==> src/design/scds_pkg.sv <==
// Package for the serial clock divider search.
// Holds shared widths, default parameter values, reset constants and the
// controller state type. No dependencies.
package scds_pkg;

  // Field widths fixed by the interface
  localparam int DATA_W      = 32;
  localparam int PRESCALE_W  = 3;
  localparam int DIVEXP_W    = 4;

  // Default search bounds
  localparam int PRESCALE_MAX_DEF    = 7;
  localparam int DIVIDER_EXP_MAX_DEF = 8;

  // Reset value of the clock frequency register (Hz)
  localparam logic [DATA_W-1:0] CLOCK_FREQ_RESET = 32'd48000000;

  // Starting value of every running minimum
  localparam logic [DATA_W-1:0] SHORT_INIT = 32'hFFFF_FFFF;

  // Search controller states
  typedef enum logic [1:0] {
    ST_IDLE,
    ST_FEED,
    ST_WAIT,
    ST_HOLD
  } scds_state_t;

endpackage

==> src/design/scds_div_cell.sv <==
// One restoring-division step of the quotient pipeline.
// Produces one quotient bit per cell; divisor is the prescaler code plus one.
// Depends on nothing outside this file.
module scds_div_cell #(
  parameter int PW = 3,
  parameter int RW = 4,
  parameter int DW = 32
) (
  input  logic          clk,
  input  logic          rst,
  input  logic          in_valid,
  input  logic [PW-1:0] in_p,
  input  logic [RW-1:0] in_rem,
  input  logic [DW-1:0] in_num,
  output logic          out_valid,
  output logic [PW-1:0] out_p,
  output logic [RW-1:0] out_rem,
  output logic [DW-1:0] out_num
);

  logic [RW:0]   trial;
  logic [RW:0]   den;
  logic          ge;
  logic [RW-1:0] rem_next;
  logic [DW-1:0] num_next;

  // Shift in next dividend bit, compare and subtract
  always_comb begin
    trial    = {in_rem, in_num[DW-1]};
    den      = (RW+1)'(in_p) + (RW+1)'(1);
    ge       = (trial >= den);
    rem_next = ge ? RW'(trial - den) : RW'(trial);
    num_next = {in_num[DW-2:0], ge};
  end

  // Control
  always_ff @(posedge clk) begin
    if (rst) begin
      out_valid <= 1'b0;
    end else begin
      out_valid <= in_valid;
    end
  end

  // Payload
  always_ff @(posedge clk) begin
    out_p   <= in_p;
    out_rem <= rem_next;
    out_num <= num_next;
  end

endmodule

==> src/design/scds_cmp_cell.sv <==
// One divider-exponent position of the candidate compare chain.
// Scores the candidate rate for exponent D against the target and keeps the
// best exponent seen for this prescaler code. No outside dependencies.
module scds_cmp_cell #(
  parameter int PW  = 3,
  parameter int DXW = 4,
  parameter int DW  = 32,
  parameter int D   = 0
) (
  input  logic           clk,
  input  logic           rst,
  input  logic [DW-1:0]  target,
  input  logic           in_valid,
  input  logic [PW-1:0]  in_p,
  input  logic [DW-1:0]  in_q,
  input  logic [DW-1:0]  in_min,
  input  logic [DXW-1:0] in_d,
  output logic           out_valid,
  output logic [PW-1:0]  out_p,
  output logic [DW-1:0]  out_q,
  output logic [DW-1:0]  out_min,
  output logic [DXW-1:0] out_d
);

  logic [DW-1:0] shortfall;
  logic          take;

  // Candidate counts only if not above target; strictly better wins
  always_comb begin
    shortfall = target - in_q;
    take      = (target >= in_q) && (shortfall < in_min);
  end

  // Control
  always_ff @(posedge clk) begin
    if (rst) begin
      out_valid <= 1'b0;
    end else begin
      out_valid <= in_valid;
    end
  end

  // Payload; next exponent halves the candidate
  always_ff @(posedge clk) begin
    out_p   <= in_p;
    out_q   <= in_q >> 1;
    out_min <= take ? shortfall : in_min;
    out_d   <= take ? DXW'(D) : in_d;
  end

endmodule

==> src/design/spi_clock_divider_search.sv <==
// Serial clock divider search, top level.
// Pipeline: one feed per prescaler code, the divider cells, (DIVIDER_EXP_MAX+1)
// compare cells, merge and output register.
// One request at a time; the next can be taken as soon as the result is in the output
// register; a stalled result holds off the next load.
// Reset (synchronous, rst high) clears control state and loads 48 MHz clock.
module spi_clock_divider_search
  import scds_pkg::*;
#(
  parameter int PRESCALE_MAX    = PRESCALE_MAX_DEF,
  parameter int DIVIDER_EXP_MAX = DIVIDER_EXP_MAX_DEF
) (
  input  logic                  clk,
  input  logic                  rst,
  input  logic                  clock_frequency_we,
  input  logic [DATA_W-1:0]     clock_frequency,
  input  logic                  target_valid,
  output logic                  target_stall,
  input  logic [DATA_W-1:0]     target_rate,
  output logic                  result_valid,
  input  logic                  result_stall,
  output logic [PRESCALE_W-1:0] prescale_select,
  output logic [DIVEXP_W-1:0]   divider_exponent
);

  localparam int PW        = $clog2(PRESCALE_MAX + 1);
  localparam int RW        = $clog2(PRESCALE_MAX + 2);
  localparam int DXW       = $clog2(DIVIDER_EXP_MAX + 1);
  localparam int DIV_CELLS = DATA_W;
  localparam int CMP_CELLS = DIVIDER_EXP_MAX + 1;
  localparam logic [PW-1:0]  P_LAST = PW'(PRESCALE_MAX);
  localparam logic [DXW-1:0] D_LAST = DXW'(DIVIDER_EXP_MAX);

  // Registers
  logic [DATA_W-1:0] clk_freq;
  logic [DATA_W-1:0] target;
  scds_state_t       state, state_next;
  logic [PW-1:0]     pcnt;
  logic [DATA_W-1:0] gmin;
  logic [PW-1:0]     best_p;
  logic [DXW-1:0]    best_d;

  // Chain buses
  logic [DIV_CELLS:0] div_valid;
  logic [PW-1:0]      div_p   [0:DIV_CELLS];
  logic [RW-1:0]      div_rem [0:DIV_CELLS];
  logic [DATA_W-1:0]  div_num [0:DIV_CELLS];

  logic [CMP_CELLS:0] cmp_valid;
  logic [PW-1:0]      cmp_p   [0:CMP_CELLS];
  logic [DATA_W-1:0]  cmp_q   [0:CMP_CELLS];
  logic [DATA_W-1:0]  cmp_min [0:CMP_CELLS];
  logic [DXW-1:0]     cmp_d   [0:CMP_CELLS];

  logic accept;
  logic feed;
  logic end_valid;
  logic end_last;
  logic load_out;

  assign accept    = target_valid && !target_stall;
  assign end_valid = cmp_valid[CMP_CELLS];
  assign end_last  = end_valid && (cmp_p[CMP_CELLS] == P_LAST);

  // Clock frequency register
  always_ff @(posedge clk) begin
    if (rst) begin
      clk_freq <= CLOCK_FREQ_RESET;
    end else if (clock_frequency_we) begin
      clk_freq <= clock_frequency;
    end
  end

  // Controller state register
  always_ff @(posedge clk) begin
    if (rst) begin
      state <= ST_IDLE;
    end else begin
      state <= state_next;
    end
  end

  // Next state and controls
  always_comb begin
    state_next   = state;
    target_stall = 1'b1;
    feed         = 1'b0;
    load_out     = 1'b0;
    case (state)
      ST_IDLE: begin
        target_stall = 1'b0;
        if (target_valid) begin
          state_next = ST_FEED;
        end
      end
      ST_FEED: begin
        feed = 1'b1;
        if (pcnt == P_LAST) begin
          state_next = ST_WAIT;
        end
      end
      ST_WAIT: begin
        if (end_last) begin
          state_next = ST_HOLD;
        end
      end
      ST_HOLD: begin
        if (!result_valid || !result_stall) begin
          load_out   = 1'b1;
          state_next = ST_IDLE;
        end
      end
      default: begin
        state_next = ST_IDLE;
      end
    endcase
  end

  // Prescaler feed counter
  always_ff @(posedge clk) begin
    if (rst) begin
      pcnt <= '0;
    end else if (accept) begin
      pcnt <= '0;
    end else if (feed && pcnt != P_LAST) begin
      pcnt <= pcnt + PW'(1);
    end
  end

  // Target latch
  always_ff @(posedge clk) begin
    if (accept) begin
      target <= target_rate;
    end
  end

  // Quotient pipeline: clock/2 divided by prescaler code plus one
  assign div_valid[0] = feed;
  assign div_p[0]     = pcnt;
  assign div_rem[0]   = '0;
  assign div_num[0]   = {1'b0, clk_freq[DATA_W-1:1]};

  for (genvar i = 0; i < DIV_CELLS; i++) begin : g_div
    scds_div_cell #(
      .PW (PW),
      .RW (RW),
      .DW (DATA_W)
    ) u_cell (
      .clk       (clk),
      .rst       (rst),
      .in_valid  (div_valid[i]),
      .in_p      (div_p[i]),
      .in_rem    (div_rem[i]),
      .in_num    (div_num[i]),
      .out_valid (div_valid[i+1]),
      .out_p     (div_p[i+1]),
      .out_rem   (div_rem[i+1]),
      .out_num   (div_num[i+1])
    );
  end

  // Compare chain over divider exponents
  assign cmp_valid[0] = div_valid[DIV_CELLS];
  assign cmp_p[0]     = div_p[DIV_CELLS];
  assign cmp_q[0]     = div_num[DIV_CELLS];
  assign cmp_min[0]   = SHORT_INIT;
  assign cmp_d[0]     = '0;

  for (genvar j = 0; j < CMP_CELLS; j++) begin : g_cmp
    scds_cmp_cell #(
      .PW  (PW),
      .DXW (DXW),
      .DW  (DATA_W),
      .D   (j)
    ) u_cell (
      .clk       (clk),
      .rst       (rst),
      .target    (target),
      .in_valid  (cmp_valid[j]),
      .in_p      (cmp_p[j]),
      .in_q      (cmp_q[j]),
      .in_min    (cmp_min[j]),
      .in_d      (cmp_d[j]),
      .out_valid (cmp_valid[j+1]),
      .out_p     (cmp_p[j+1]),
      .out_q     (cmp_q[j+1]),
      .out_min   (cmp_min[j+1]),
      .out_d     (cmp_d[j+1])
    );
  end

  // Merge per-prescaler bests in order; earlier code wins ties
  always_ff @(posedge clk) begin
    if (accept) begin
      gmin   <= SHORT_INIT;
      best_p <= P_LAST;
      best_d <= D_LAST;
    end else if (end_valid && cmp_min[CMP_CELLS] < gmin) begin
      gmin   <= cmp_min[CMP_CELLS];
      best_p <= cmp_p[CMP_CELLS];
      best_d <= cmp_d[CMP_CELLS];
    end
  end

  // Output register
  always_ff @(posedge clk) begin
    if (rst) begin
      result_valid <= 1'b0;
    end else if (load_out) begin
      result_valid <= 1'b1;
    end else if (!result_stall) begin
      result_valid <= 1'b0;
    end
  end

  always_ff @(posedge clk) begin
    if (load_out) begin
      prescale_select  <= PRESCALE_W'(best_p);
      divider_exponent <= DIVEXP_W'(best_d);
    end
  end

`ifndef SYNTH
  // Results leave the compare chain only while waiting
  a_end_in_wait: assert property (@(posedge clk) disable iff (rst)
    end_valid |-> state == ST_WAIT)
    else $error("compare chain output outside wait state");

  // Nothing in flight once idle
  a_idle_empty: assert property (@(posedge clk) disable iff (rst)
    state == ST_IDLE |-> !(|div_valid) && !(|cmp_valid))
    else $error("pipeline not drained in idle");

  // A request starts the feed from prescaler code zero
  a_start_feed: assert property (@(posedge clk) disable iff (rst)
    accept |=> state == ST_FEED && pcnt == '0)
    else $error("feed did not start after request");

  // Last prescaler code out of the chain moves to hold
  a_last_hold: assert property (@(posedge clk) disable iff (rst)
    state == ST_WAIT && end_last |=> state == ST_HOLD)
    else $error("search end missed");

  // Candidate at chain end is bounded by the plain shifted clock
  a_quot_bound: assert property (@(posedge clk) disable iff (rst)
    end_valid |-> cmp_q[CMP_CELLS] <= (clk_freq >> (DIVIDER_EXP_MAX + 2)))
    else $error("quotient out of range");
`endif

endmodule
==> config.mk <==
export PLATFORM = sky130hd
export DESIGN_NAME = spi_clock_divider_search
export DESIGN_NICKNAME = d
export VERILOG_FILES = /design/src/design/scds_pkg.sv /design/src/design/scds_div_cell.sv /design/src/design/scds_cmp_cell.sv /design/src/design/spi_clock_divider_search.sv
export SDC_FILE = /design/constraint.sdc
export NUM_CORES = 2
export LEC_CHECK = 0
export ABC_AREA = 1
export CAP_MARGIN = 30
export CORE_MARGIN = 4
export CORE_UTILIZATION = 25
export CTS_BUF_LIST = sky130_fd_sc_hd__clkbuf_4 sky130_fd_sc_hd__clkbuf_8
export DETAILED_ROUTE_END_ITERATION = 12
export DONT_BUFFER_PORTS = 1
export PLACE_DENSITY = 0.49
export SYNTH_ARGS = -nofsm -noshare
export SYNTH_HDL_FRONTEND = slang
export SYNTH_SLANG_ARGS = --single-unit
==> constraint.sdc <==
create_clock -name clk -period 4.9 [get_ports clk]
set_input_delay 0.245 -clock clk [delete_from_list [all_inputs] [get_ports clk]]
set_output_delay 0.245 -clock clk [all_outputs]
set_load 0.005 [all_outputs]
==> run metrics <==
post-synthesis register bit count 1956; CP startpoint target[8]; total track usage 0.127; critical path type register to register; first-pass GRT wire length 310000 um; later-pin clock latency in the skew report 960 ps; fin crit share 0.952; Tightest Pin Transition 965 ps; CTS Buffer Depth 4; Yosys cell types 53; Nets 9772; fin crit period 4670 ps; RSZ-0062 raised after global routing no; Post-synth EDFFs 39; sequential area share after synthesis 0.524; worst r2r dst g_cmp[2].u_cell.out_min[18]; CP Capture Type register; Detailed Place HPWL 161000 um; CTS Buf Count 322; Hold WS about 110 ps; dpl cells between 10000 and 15000; worst hold path stage count 3; Synth Flop Type dfxtp_1; Synth area leader dfxtp_1; Hold Crit Class primary input to register; Critical Path AT 5510 ps; Clock Skews 106 ps; Hold Crit Endpoint clk_freq[12]; Die Ht 558 um; Worst EP required between 5000 and 6000 ps; Reg area about 40000 um2; total gr overflow 0; fin cells 13200; most frequent cells after synthesis dfxtp_1 (1917), nand2_1 (1661), inv_1 (1243); final-report hold violation count 0; setup TNS 0 ps; launch point of the worst reg-to-reg path target[8]; I/O Pins 78; Filler cells 31600; layout cell share with drive strength beyond 1 0.0961; R2R Setup Slk 230 ps; largest net degree at the start of global routing between 50 and 60; final wirelength 202000 um; VDD IR max 0.000330 V; Die ar. approximately 310000 um2; Max Freq 214 MHz; I/O Buffers 0; pwr dens 812 nW/um2; area occupied by multi-input gates 30600 um2; reg2reg path depth 21; Slew Limit Fails 0; post-synth top area share 0.508; startpoint class of the critical path register; Final GP Congestion 0.937; final worst slack 233 ps; ranking of synthesized cells by area dfxtp_1 (51%), ha_1 (11%), nand2_1 (8.3%); Pre-antenna DRT Iters 8; asr flop ratio synth 0; core area 300000 um2; MaxCap Viol Count 0; Worst-path clk slew 60 ps; syn avg cell area 8.99 um2; vias in the first global route 56700; Lkg Pwr 43.2 nW; crit-path max FO 8; Synth Warn # 0; Remaining DRCs 0; H-tree depth 5; synthesized instance count 8398; CTS tree done; Vias about 55000; Final setup viols 0; outcome completed; FP Rows approximately 200; Area Overhead vs Synth 19.6%; most frequent cell after synthesis dfxtp_1; initial antenna violation count 11; Die X 558 um; Hold Startpoint clock_frequency[12]; pre-CTS setup slack 199 ps; clock sink total roughly 2000; Root Buffer clkbuf_8; Vias/cell approximately 4.2; Final ANT Viol Nets 0; Initial DRC Count around 3100; syn nets 9199; max_slew headroom 0.356; Cell Area, Synth about 76000 um2; Starting Density 0.252; Avg WL per Cell 15.3 um
-- worst max-delay path by stage --
stage / end / slack [ps] / depth (start not counted)
after CTS: g_cmp[6].u_cell.out_d[1] / 160 / 19
after global routing: g_cmp[2].u_cell.out_min[25] / 1 / 21
after detailed placement: g_cmp[6].u_cell.out_d[1] / 200 / 19
after global placement: g_cmp[6].u_cell.out_d[2] / 240 / 19
after floorplan: g_cmp[1].u_cell.out_min[9] / 990 / 23
final: g_cmp[2].u_cell.out_min[18] / 230 / 21
-- logic make-up (layout without fill, tap and decap cells) --
kind of cell / count (synthesis) / in the layout / synth area share
buf+inv: 1378 / 2196 / 0.0714
flops: 1956 / 1956 / 0.524
simple gates: 2853 / 2853 / 0.156
mux: 30 / 30 / 0.00447
other cells: 0 / 8 / 0
fa+ha+maj: 732 / 732 / 0.125
compound gates: 1144 / 1144 / 0.0844
xor+xnor: 305 / 305 / 0.0354
-- layer usage --
metal	up-vias	GRT usage	wire, um
met5	-	0	271
met4	2	0.0678	11200
met1	25400	0.151	88100
met2	1130	0.220	95500
met3	506	0.0193	6840
li1	28100	-	-
-- sequential cells by signal (all words and copies together) (netlist names), 21 cells and up --
| name | cells |
|---|---|
| gmin | 32 |
| g_cmp.u_cell.out_q | 220 |
| target | 32 |
| g_cmp.u_cell.out_d | 21 |
| g_div.u_cell.out_p | 96 |
| g_div.u_cell.out_num | 1024 |
| g_cmp.u_cell.out_min | 288 |
| clk_freq | 31 |
| g_cmp.u_cell.out_p | 27 |
| g_div.u_cell.out_valid | 32 |
| g_div.u_cell.out_rem | 124 |
-- layout make-up --
type                       count  area share
antenna                        8    0.000222
multi-input combinational   5064       0.339
timing repair buffer         373      0.0389
inverter                    1254      0.0522
clock buffer                 493      0.0690
sequential                  1956       0.438
clock inverter                76     0.00819
tap                         3958      0.0548
-- report_power, final --
part	switching [W]	total [W]	leakage, nW	internal (W)
registers	0.00283	0.0245	16.3	0.0217
logic	0.0211	0.0338	23.3	0.0127
clock network	0.00638	0.0151	3.70	0.00867
-- worst max-delay path, stage by stage, from the launching register on --
cell and delay [ps]:
edfxtp_1 680, buf_4 280, ha_1 350, nand2_1 140, nor2_1 200, inv_1 50, o21ai_0 240, buf_4 190
nand3_1 60, o211ai_1 250, xor2_1 210, ha_1 320, nand2_1 60, nor2_1 140, nand2_1 130, nor4_1 220
buf_4 160, nand2_1 40, nand3_1 140, inv_2 140, o21ai_0 390, buf_4 190
-- cells in the final DEF (no fill, tap or decap), drive strengths merged, types with 4 or more instances in the layout --
cell and count:
fa 39, ha 693, dfxtp 1917, nor4b 4, nor3b 8, xnor2 127
o221ai 10, diode 8, buf 221, nor4 20, o21bai 22, inv 1259
a211o 31, a21oi 574, nand3b 11, edfxtp 39, a211oi 8, o221a 5
clkbuf 493, bufinv 10, a31oi 34, a21boi 8, o211ai 34, nand3 285
clkinvlp 11, nand2 1662, a21o 29, nor2 649, o21a 30, nand4 108
o21ai 354, and2 12, dlygate4sd3 152, mux2 30, or2 11, clkinv 50
nor3 83, xor2 178
-- stage by stage --
stage | power (W) | util | cell area (um2)
after floorplan | 0.0468 | - | 75500
after global placement | 0.0579 | 0.272 | 81700
after detailed placement | 0.0585 | 0.272 | 81700
after CTS | 0.0742 | 0.300 | 90200
after global routing | 0.0799 | 0.301 | 90300
final | 0.0734 | 0.301 | 90300
-- what timing repair did --
action | in CTS | in global routing
hold buffers | 153 | 0
buffers inserted | 0 | 5
resized for setup | 0 | 4
endpoints found under the hold margin | 155 | 0
setup endpoints to repair | 0 | 82
No activity file was read; power rests on OpenSTA's default activity.
